[src/smi_pkg.sv]
// shared types and constants for the sorted merge intersection block
// used by smi_front, smi_fifo, smi_back and the top level
package smi_pkg;

  localparam int VALUE_W       = 32;
  localparam int COUNT_W       = 7;
  localparam int INDEX_W       = 6;
  localparam int CMD_W         = 2;
  localparam int S_DATA_W      = 40;
  localparam int M_DATA_W      = 40;
  localparam int QUEUE_DEPTH   = 4;
  localparam int DEPTH_DEFAULT = 64;

  typedef enum logic [CMD_W-1:0] {
    CMD_LOAD_A = 2'd0,
    CMD_LOAD_B = 2'd1,
    CMD_START  = 2'd2
  } smi_cmd_t;

  typedef struct packed {
    smi_cmd_t           cmd;
    logic [VALUE_W-1:0] value;
    logic [COUNT_W-1:0] count;
  } smi_item_t;

  typedef struct packed {
    logic full;
    logic empty;
  } smi_q_stat_t;

  typedef enum logic [1:0] {
    B_IDLE,
    B_READ,
    B_CMP,
    B_FLUSH
  } smi_back_state_t;

endpackage

[src/sorted_merge_intersection.sv]
// loads: taken from the queue by the back end only while it is idle; a start walks both
// stores, each comparison a registered store read and then a compare, at most 2*n-1
// comparisons, then issues the final result; each match is held until the next match or the
// end of the walk; the command queue holds four words, so input stalls only when it is full
// reset: synchronous, clears queue, load pointers and output; store contents stay undefined
// top level of the sorted merge intersection block; depends on smi_pkg
module sorted_merge_intersection #(
  parameter int DEPTH = smi_pkg::DEPTH_DEFAULT
) (
  input  logic                         clk,
  input  logic                         rst,
  input  logic                         s_tvalid,
  output logic                         s_tready,
  input  logic [smi_pkg::S_DATA_W-1:0] s_tdata,   // value[31:0], count[38:32], zero fill
  input  logic [smi_pkg::CMD_W-1:0]    s_tuser,   // command[1:0]
  output logic                         m_tvalid,
  input  logic                         m_tready,
  output logic [smi_pkg::M_DATA_W-1:0] m_tdata,   // match_value[31:0], match_index[37:32], zero fill
  output logic                         m_tuser,   // none_found
  output logic                         m_tlast    // is_last
);
  import smi_pkg::*;

  smi_item_t          front_item;
  smi_item_t          back_item;
  smi_q_stat_t        q_stat;
  logic               push;
  logic               pop;
  logic [VALUE_W-1:0] out_value;
  logic [INDEX_W-1:0] out_index;

  smi_front u_front (
    .s_tvalid (s_tvalid),
    .s_tready (s_tready),
    .s_tdata  (s_tdata),
    .s_tuser  (s_tuser),
    .push     (push),
    .item     (front_item),
    .q_stat   (q_stat)
  );

  smi_fifo u_fifo (
    .clk       (clk),
    .rst       (rst),
    .push      (push),
    .push_item (front_item),
    .pop       (pop),
    .pop_item  (back_item),
    .q_stat    (q_stat)
  );

  smi_back #(
    .DEPTH (DEPTH)
  ) u_back (
    .clk       (clk),
    .rst       (rst),
    .item      (back_item),
    .q_stat    (q_stat),
    .pop       (pop),
    .out_valid (m_tvalid),
    .out_ready (m_tready),
    .out_value (out_value),
    .out_index (out_index),
    .out_last  (m_tlast),
    .out_none  (m_tuser)
  );

  assign m_tdata = {(M_DATA_W - VALUE_W - INDEX_W)'(0), out_index, out_value};

endmodule

[src/smi_front.sv]
// front end: takes input words, decodes the command and queues valid ones
// depends on smi_pkg
module smi_front (
  input  logic                        s_tvalid,
  output logic                        s_tready,
  input  logic [smi_pkg::S_DATA_W-1:0] s_tdata,   // value[31:0], count[38:32], zero fill
  input  logic [smi_pkg::CMD_W-1:0]   s_tuser,    // command[1:0]
  output logic                        push,
  output smi_pkg::smi_item_t          item,
  input  smi_pkg::smi_q_stat_t        q_stat
);
  import smi_pkg::*;

  logic known;

  always_comb begin
    item.value = s_tdata[VALUE_W-1:0];
    item.count = s_tdata[VALUE_W+COUNT_W-1:VALUE_W];
    known      = 1'b1;
    case (s_tuser)
      CMD_LOAD_A: item.cmd = CMD_LOAD_A;
      CMD_LOAD_B: item.cmd = CMD_LOAD_B;
      CMD_START:  item.cmd = CMD_START;
      default: begin
        // unused code: accepted and dropped
        item.cmd = CMD_START;
        known    = 1'b0;
      end
    endcase
  end

  assign s_tready = !q_stat.full;
  assign push     = s_tvalid && s_tready && known;

endmodule

[src/smi_fifo.sv]
// short command queue between front end and back end
// depends on smi_pkg
module smi_fifo (
  input  logic                 clk,
  input  logic                 rst,
  input  logic                 push,
  input  smi_pkg::smi_item_t   push_item,
  input  logic                 pop,
  output smi_pkg::smi_item_t   pop_item,
  output smi_pkg::smi_q_stat_t q_stat
);
  import smi_pkg::*;

  localparam int PW = $clog2(QUEUE_DEPTH);
  localparam int FW = $clog2(QUEUE_DEPTH + 1);

  smi_item_t       q [QUEUE_DEPTH];
  logic [PW-1:0]   wr_ptr;
  logic [PW-1:0]   rd_ptr;
  logic [FW-1:0]   fill;
  logic            push_ok;
  logic            pop_ok;

  assign q_stat.full  = (fill == FW'(QUEUE_DEPTH));
  assign q_stat.empty = (fill == '0);
  assign push_ok      = push && !q_stat.full;
  assign pop_ok       = pop && !q_stat.empty;
  assign pop_item     = q[rd_ptr];

  always_ff @(posedge clk) begin
    if (push_ok) begin
      q[wr_ptr] <= push_item;
    end
  end

  always_ff @(posedge clk) begin
    if (rst) begin
      wr_ptr <= '0;
      rd_ptr <= '0;
      fill   <= '0;
    end else begin
      if (push_ok) wr_ptr <= wr_ptr + 1'b1;
      if (pop_ok)  rd_ptr <= rd_ptr + 1'b1;
      case ({push_ok, pop_ok})
        2'b10:   fill <= fill + 1'b1;
        2'b01:   fill <= fill - 1'b1;
        default: fill <= fill;
      endcase
    end
  end

endmodule

[src/smi_back.sv]
// back end: set stores, two-pointer merge walk and result register
// depends on smi_pkg
module smi_back #(
  parameter int DEPTH = smi_pkg::DEPTH_DEFAULT
) (
  input  logic                        clk,
  input  logic                        rst,
  input  smi_pkg::smi_item_t          item,
  input  smi_pkg::smi_q_stat_t        q_stat,
  output logic                        pop,
  output logic                        out_valid,
  input  logic                        out_ready,
  output logic [smi_pkg::VALUE_W-1:0] out_value,
  output logic [smi_pkg::INDEX_W-1:0] out_index,
  output logic                        out_last,
  output logic                        out_none
);
  import smi_pkg::*;

  localparam int AW = (DEPTH > 1) ? $clog2(DEPTH) : 1;
  localparam int CW = $clog2(DEPTH + 1);

  logic [VALUE_W-1:0] mem_a [DEPTH];
  logic [VALUE_W-1:0] mem_b [DEPTH];
  logic [VALUE_W-1:0] rd_a;
  logic [VALUE_W-1:0] rd_b;

  smi_back_state_t state, state_next;

  logic [CW-1:0] fill_a;
  logic [CW-1:0] fill_b;
  logic [CW-1:0] n;
  logic [CW-1:0] i;
  logic [CW-1:0] j;
  logic [CW-1:0] k;
  logic [CW-1:0] i_next;
  logic [CW-1:0] j_next;
  logic [CW-1:0] n_start;

  logic               hold_valid;
  logic [VALUE_W-1:0] hold_value;
  logic [INDEX_W-1:0] hold_index;

  logic out_free;
  logic cmp_eq;
  logic cmp_lt;
  logic stall;
  logic advance;
  logic emit_mid;
  logic emit_end;
  logic do_load_a;
  logic do_load_b;
  logic do_start;

  assign out_free = !out_valid || out_ready;
  assign cmp_eq   = (rd_a == rd_b);
  assign cmp_lt   = ($signed(rd_a) < $signed(rd_b));
  assign n_start  = (item.count > COUNT_W'(DEPTH)) ? CW'(DEPTH) : CW'(item.count);

  always_comb begin
    state_next = state;
    pop        = 1'b0;
    do_load_a  = 1'b0;
    do_load_b  = 1'b0;
    do_start   = 1'b0;
    stall      = 1'b0;
    advance    = 1'b0;
    emit_mid   = 1'b0;
    emit_end   = 1'b0;
    i_next     = i;
    j_next     = j;
    case (state)
      B_IDLE: begin
        if (!q_stat.empty) begin
          pop = 1'b1;
          case (item.cmd)
            CMD_LOAD_A: do_load_a = 1'b1;
            CMD_LOAD_B: do_load_b = 1'b1;
            CMD_START: begin
              do_start   = 1'b1;
              state_next = (n_start == '0) ? B_FLUSH : B_READ;
            end
            default: ;
          endcase
        end
      end
      B_READ: state_next = B_CMP;
      B_CMP: begin
        // a new match pushes the held one out, so it needs the output slot
        stall   = cmp_eq && hold_valid && !out_free;
        advance = !stall;
        if (advance) begin
          emit_mid = cmp_eq && hold_valid;
          if (cmp_eq || cmp_lt)  i_next = i + 1'b1;
          if (cmp_eq || !cmp_lt) j_next = j + 1'b1;
          state_next = (i_next == n || j_next == n) ? B_FLUSH : B_READ;
        end
      end
      B_FLUSH: begin
        if (out_free) begin
          emit_end   = 1'b1;
          state_next = B_IDLE;
        end
      end
      default: state_next = B_IDLE;
    endcase
  end

  always_ff @(posedge clk) begin
    if (rst) begin
      state <= B_IDLE;
    end else begin
      state <= state_next;
    end
  end

  // set stores, registered read
  always_ff @(posedge clk) begin
    if (do_load_a && fill_a < CW'(DEPTH)) begin
      mem_a[fill_a[AW-1:0]] <= item.value;
    end
    if (state == B_READ) begin
      rd_a <= mem_a[i[AW-1:0]];
    end
  end

  always_ff @(posedge clk) begin
    if (do_load_b && fill_b < CW'(DEPTH)) begin
      mem_b[fill_b[AW-1:0]] <= item.value;
    end
    if (state == B_READ) begin
      rd_b <= mem_b[j[AW-1:0]];
    end
  end

  always_ff @(posedge clk) begin
    if (rst) begin
      fill_a     <= '0;
      fill_b     <= '0;
      hold_valid <= 1'b0;
      out_valid  <= 1'b0;
    end else begin
      if (do_start) begin
        fill_a     <= '0;
        fill_b     <= '0;
        hold_valid <= 1'b0;
      end else begin
        if (do_load_a && fill_a < CW'(DEPTH)) fill_a <= fill_a + 1'b1;
        if (do_load_b && fill_b < CW'(DEPTH)) fill_b <= fill_b + 1'b1;
        if (advance && cmp_eq) hold_valid <= 1'b1;
        if (emit_end)          hold_valid <= 1'b0;
      end
      if (emit_mid || emit_end) begin
        out_valid <= 1'b1;
      end else if (out_ready) begin
        out_valid <= 1'b0;
      end
    end
  end

  always_ff @(posedge clk) begin
    if (do_start) begin
      n <= n_start;
      i <= '0;
      j <= '0;
      k <= '0;
    end else if (advance) begin
      i <= i_next;
      j <= j_next;
      if (cmp_eq) begin
        k          <= k + 1'b1;
        hold_value <= rd_a;
        hold_index <= INDEX_W'(k);
      end
    end
    if (emit_mid) begin
      out_value <= hold_value;
      out_index <= hold_index;
      out_last  <= 1'b0;
      out_none  <= 1'b0;
    end else if (emit_end) begin
      out_value <= hold_valid ? hold_value : '0;
      out_index <= hold_valid ? hold_index : '0;
      out_last  <= 1'b1;
      out_none  <= !hold_valid;
    end
  end

`ifndef SYNTH
  a_ptr_range: assert property (@(posedge clk) disable iff (rst)
    (state == B_CMP) |-> (i < n && j < n))
    else $error("merge pointer past set length");

  a_fill_range: assert property (@(posedge clk) disable iff (rst)
    (fill_a <= CW'(DEPTH)) && (fill_b <= CW'(DEPTH)))
    else $error("load pointer past depth");

  a_none_form: assert property (@(posedge clk) disable iff (rst)
    (out_valid && out_none) |-> (out_last && out_value == '0 && out_index == '0))
    else $error("empty result not marked last or not zero");

  a_flush_done: assert property (@(posedge clk) disable iff (rst)
    (state == B_FLUSH && out_free) |=> (state == B_IDLE && out_valid && out_last))
    else $error("final result not issued");

  a_no_pop_busy: assert property (@(posedge clk) disable iff (rst)
    (state != B_IDLE) |-> !pop)
    else $error("queue popped during walk");
`endif

endmodule

[config.mk]
export PLATFORM = sky130hd
export DESIGN_NAME = sorted_merge_intersection
export DESIGN_NICKNAME = d
export VERILOG_FILES = /design/src/smi_pkg.sv /design/src/sorted_merge_intersection.sv /design/src/smi_front.sv /design/src/smi_fifo.sv /design/src/smi_back.sv
export SDC_FILE = /design/constraint.sdc
export NUM_CORES = 2
export LEC_CHECK = 0
export CAP_MARGIN = 10
export CORE_ASPECT_RATIO = 0.9
export CORE_MARGIN = 8
export CORE_UTILIZATION = 29
export CTS_BUF_LIST = sky130_fd_sc_hd__clkbuf_16
export DETAILED_ROUTE_END_ITERATION = 8
export DONT_BUFFER_PORTS = 1
export GPL_TIMING_DRIVEN = 0
export MAX_ROUTING_LAYER = met4
export PLACE_DENSITY_LB_ADDON = 0.1
export SYNTH_ARGS = -nofsm -noshare
export SYNTH_HDL_FRONTEND = slang
export SYNTH_HIERARCHICAL = 1
export SYNTH_MEMORY_MAX_BITS = 65536
export SYNTH_SLANG_ARGS = --single-unit
[constraint.sdc]
create_clock -name clk -period 7 [get_ports clk]
set_clock_uncertainty 0.05 [all_clocks]
set_input_delay 1.05 -clock clk [delete_from_list [all_inputs] [get_ports clk]]
set_output_delay 1.05 -clock clk [all_outputs]
set_load 0.01 [all_outputs]
### Word-level counts from Yosys, hierarchy flattened

Memories as Yosys holds them, arrays and structs flattened. A register that Yosys moved wholly into a read port is not among the register bits.
Index checks and enable logic that the tools add are counted.

| word-level totals | value |
|---|---|
| register bits | 131 |
| bits in writable memories | 4260 |
| bits of input ports | 46 |
| logic and storage cells | 138 |
| memories | 3 |

| operators by class | value |
|---|---|
| $add $sub $neg | 9 |
| order comparisons | 4 |
| equal/unequal tests | 17 |
| multiplexer cells | 49 |
| bitwise operators | 2 |
| reduce and logical (&&, ||, !) cells | 36 |

Memories:

| memory | depth | bits a word | read ports | clocked after memory_dff | write ports | line | text |
|---|---|---|---|---|---|---|---|
| u_back.mem_a | 64 | 32 | 1 | 1 | 1 | smi_back.sv:23 | `logic [VALUE_W-1:0] mem_a [DEPTH];` |
| u_back.mem_b | 64 | 32 | 1 | 1 | 1 | smi_back.sv:24 | `logic [VALUE_W-1:0] mem_b [DEPTH];` |
| u_fifo.q | 4 | 41 | 1 | 1 | 1 | smi_fifo.sv:17 | `smi_item_t q [QUEUE_DEPTH];` |

Operators with widths:

| kind | number |
|---|---|
| $mux W32 | 3 |
| $mux W7 | 7 |
| $add A7 B1 Y7 const B | 5 |
| $eq A32 B32 Y1 | 1 |
| $lt A32 B32 Y1 | 1 |
| $mux W1 | 25 |
| $mux W6 | 3 |
| $mux W2 | 8 |
| $eq A7 B7 Y1 | 2 |
| $lt A7 B7 Y1 const B | 2 |
| $eq A2 B2 Y1 const B | 5 |
| $logic_and A1 B1 Y1 | 9 |
| $eq A2 B1 Y1 const B | 4 |
| $pmux W2 S4 | 1 |
| $gt A7 B7 Y1 const B | 1 |
| $logic_not A1 Y1 | 7 |
| $logic_not A7 Y1 | 1 |
| $logic_not A2 Y1 | 3 |
| $ne A2 B2 Y1 const B | 3 |
| $pmux W3 S2 | 1 |
| $reduce_and A3 Y1 | 2 |
| $reduce_bool A2 Y1 | 3 |
| $reduce_or A3 Y1 | 2 |
| $logic_or A1 B1 Y1 | 5 |
| other kinds (11) | 13 |

### Longest topological paths before layout

| logic depth | value |
|---|---|
| depth in word-level cells | 11 |
| depth in mapped cells | 14 |
| gate-level depth less buffers | 12 |

### Modules after synthesis

The synthesis kept the hierarchy.

By module, submodules not included:

| module | instances | cells an instance | area each (µm²) |
|---|---|---|---|
| smi_back | 1 | 6599 | 163379.2 |
| smi_fifo | 1 | 269 | 6454.9 |
| smi_front | 1 | 44 | 319.1 |
| sorted_merge_intersection | 1 | 3 | 18.8 |

### Worst setup path before layout

OpenSTA, ideal clock, no wires.

| timing path | value |
|---|---|
| kind | register to register |
| from | register u_back.state[0] |
| to | register u_back.rd_a[0] (read register of u_back.mem_a) (enable) |
| library setup time | 0.493 ns |
| arrival | 3.458 ns |
| data required time | 6.457 ns |
| setup slack | 2.999 ns |
| stages on the path, launching flop included | 3 |
| path buffers | 1 |
| path through | dfxtp_1 > clkbuf_1 > nor2b_1 |

| on the way | value |
|---|---|
| word-level cells in the longest chain between the ends | 1 |

Ends and longest elaborated chain:

| item | line | text |
|---|---|---|
| from (decl) | smi_back.sv:28 | `smi_back_state_t state, state_next;` |
| from (signal assigned) | smi_back.sv:113 | `state <= state_next;` |
| $eq A2 B1 Y1 | smi_back.sv:122 | `if (state == B_READ) begin` |
| to (decl) | smi_back.sv:25 | `logic [VALUE_W-1:0] rd_a;` |

Every way passes these cells.
A chain may end at the register's enable or synchronous reset.

==> impl_metrics.csv <==
group,metric,value,unit
timing,finalHoldViolCount,0,
hold_path,holdCritPathClass,"input pin to register",
floorplanning,die_w,823,µm
clock_network,clk_transition_reported_paths,60,ps
place,place_congestion,0.770,
critical_path,cp.arrival,6070,ps
route,ant_nets,0,
layout,fin_util,0.346,
synth,synthesis.area,170000,µm²
route,dr.first_iter.drc_count,9249,
clock_network,cts_buffers,521,
route,wirelength,564,mm
critical_path,crit_type,"register to register",
floorplanning,die_area,612000,µm²
grt,grt_pass1_vias,82000,
hold_path,worstHoldStart,"rst",
grt,grt_pass1_wl,751,mm
synth,avgSynthCellArea,24.6,µm²
power_and_ir_drop,p_switching,22.9,mW
timing,period_minus_slack,5520,ps
layout,nFillCells,54100,
critical_path,crit_required,7550,ps
run,max-cap-violations,0,
timing,fin_crit_sh,0.788,
critical_path,startpoint_type,"register",
floorplanning,io-pin-count,90,
timing,fmax,181,MHz
synth,synth.distinct_cells,63,
synth,async_reset_ff_frac,0,
power_and_ir_drop,comb_power_share,0.230,
place,place_hpwl,389,mm
layout,area_growth,19.2,%
timing,setup-violations-final,0,
synth,synth_edf_count,4407,
power_and_ir_drop,p_int,53.6,mW
synth,yosysTopAreaCell,"edfxtp_1",
critical_path,rr_startpoint,"u_back/j[0]",
synth,synth_seq_cells,4456,
grt,grt_max_degree,81,
power_and_ir_drop,p_clk_frac,0.340,
route,wire_per_inst,35.4,µm
layout,final_cell_area,203000,µm²
layout,layout-drive-gt1-share,0.328,
critical_path,cp-end-kind,"register",
timing,setup_tns,0,ps
critical_path,cp_max_fo,10,
clock_network,cts-resized-gates,0,
floorplanning,core,586000,µm²
synth,synthCells,6915,
layout,final_cell_mix,"4,407 x edfxtp_1, 1,332 x mux4_2, 528 x clkbuf_16",
clock_network,cts.sinks,4456,
clock_network,clk_latency,1030,ps
timing,fin_ws,1480,ps
timing,rsz0062_at_grt,"false",
grt,antenna_found_initial,99,
power_and_ir_drop,total_power,76.5,mW
route,via_per_inst,5.06,
power_and_ir_drop,power_leakage,60.9,nW
power_and_ir_drop,power.density,377,nW/µm²
timing,tightestPinTransition,1420,ps
outcome,status,"finished clean",
grt,grt_overflow,0,
place,placed_area,186000,µm²
route,via_count,80500,
critical_path,startpoint,"u_back/j[0]",
synth,yosysSeqAreaShare,0.783,
floorplanning,rows,267,
route,dr.pass1.iters,6,
clock_network,htree_levels,6,
route,drc,0,
layout,instances_no_fill,15900,
power_and_ir_drop,sequentialPowerShare,0.430,
synth,yosys_warnings,6,
place,io_buffers,0,
grt,grt_usage,0.186,
timing,holdWs,153,ps
timing,max-slew-margin-rel,0.0460,
synth,synthFlopType,"edfxtp_1",
power_and_ir_drop,peakVddDrop,0.000251,V
timing,final_max_slew_viol_count,0,
synth,synth_top_area_share,0.778,
synth,yosys-top-cells-area,"edfxtp_1 78%, mux4_2 18%, dfxtp_1 0.58%",
floorplanning,die_y,743,µm
layout,final_common_cell,"edfxtp_1",
clock_network,cts_buffer_depth,4,
clock_network,clockRootBuffer,"clkbuf_16",
clock_network,cts_tree,"yes",
place,dp_slack,1560,ps
power_and_ir_drop,swShare,0.299,
floorplanning,start_util,0.290,
layout,nNetsFinal,7782,
place,dp.cells,15000,
cell type report:
type	instances	area (µm²)	area share
sequential	4456	133000	0.657
multi-input combinational	2018	35800	0.177
tap	7801	9760	0.0481
inverter	47	176	0.000870
clock inverter	382	3090	0.0152
timing repair buffer	254	5470	0.0270
antenna	34	85.1	0.000419
clock buffer	528	13200	0.0651
buffer	395	1940	0.00955
layer usage:
metal  vias up  track usage  wire (µm)  share of wire
met5         -            -          0              0
met4         0       0.0326       9960          0.018
met3       633       0.0308      36800          0.065
met2      2720        0.277     255000           0.45
met1     45700        0.270     262000           0.47
li1      31500            -          -              -
timing repair:
item                                   CTS  global route
setup buffers                            0             0
endpoints found under the hold margin    1             0
hold buffers                             1             0
power groups by stage:
stage / clock [mW] / sequential (mW) / combinational [mW]
after global placement: 0 / 33.9 / 16.7
final: 26.0 / 32.9 / 17.6
after detailed placement: 0 / 33.4 / 18.0
after global routing: 27.6 / 32.9 / 18.5
after floorplan: 0 / 33.4 / 8.84
after CTS: 26.7 / 32.9 / 18.1
synth_stat cells, drive strengths merged, types with 2 or more instances:
cell       n
a21oi     28
mux2      16
nor4b      2
or3b       5
nand3     28
nand4     14
and3       6
clkbuf   188
and2      47
and4       2
xnor2     15
nor2b     19
a31oi      6
edfxtp  4407
xor2      29
a211oi     6
buf      207
nor2     186
mux2i     24
mux4    1365
dfxtp     49
nor3       7
or2        6
nand2     67
ha        42
or3        9
a311oi     2
a211o      2
nand3b     5
nand2b    10
a21boi     2
nor4      11
o21ai     35
o211ai     2
inv       47
o32ai      3
a21o       2
flip-flops by register name, summed over array words and instances (netlist names), 3 cells and up, named ones only:
signal and cells:
u_back/hold_index 6, u_back/fill_b 7, u_back/hold_value 32, u_back/out_value 32
u_back/j 7, u_back/rd_a 32, u_back/fill_a 7, u_fifo/q 164
u_back/mem_b 2048, u_back/n 7, u_back/i 7, u_back/mem_a 2048
u_back/rd_b 32, u_back/k 6, u_fifo/fill 3, u_back/out_index 6
critical path, stage by stage, from the launching register on:
cell and delay, ps:
dfxtp_1 430, clkbuf_1 340, buf_2 360, buf_2 500, buf_2 620, mux4_2 620
mux4_2 520, a211oi_1 1170, a31oi_1 450
worst paths after layout:
kind	endpoint	slack [ps]	cells past startpoint
setup / recovery	u_back/rd_b[8]	1480	8
hold / removal	u_back/state[0]	150	3
setup reg to reg	u_back/rd_b[8]	1480	8
hold reg to reg	u_back/hold_index[5]	410	0
cells by family after synthesis:
| group | count (synthesis) | share of synthesized area |
|---|---|---|
| DFF | 4456 | 0.783 |
| muxes | 1405 | 0.183 |
| buffers and inverters | 442 | 0.0123 |
| and+or+nand+nor | 428 | 0.0123 |
| AOI/OAI and AO/OA | 96 | 0.00340 |
| xor gates and xnor gates | 44 | 0.00226 |
| adders and majority gates | 43 | 0.00321 |
| other | 1 | 0.0000220 |
(Power assumes the default switching activity.)
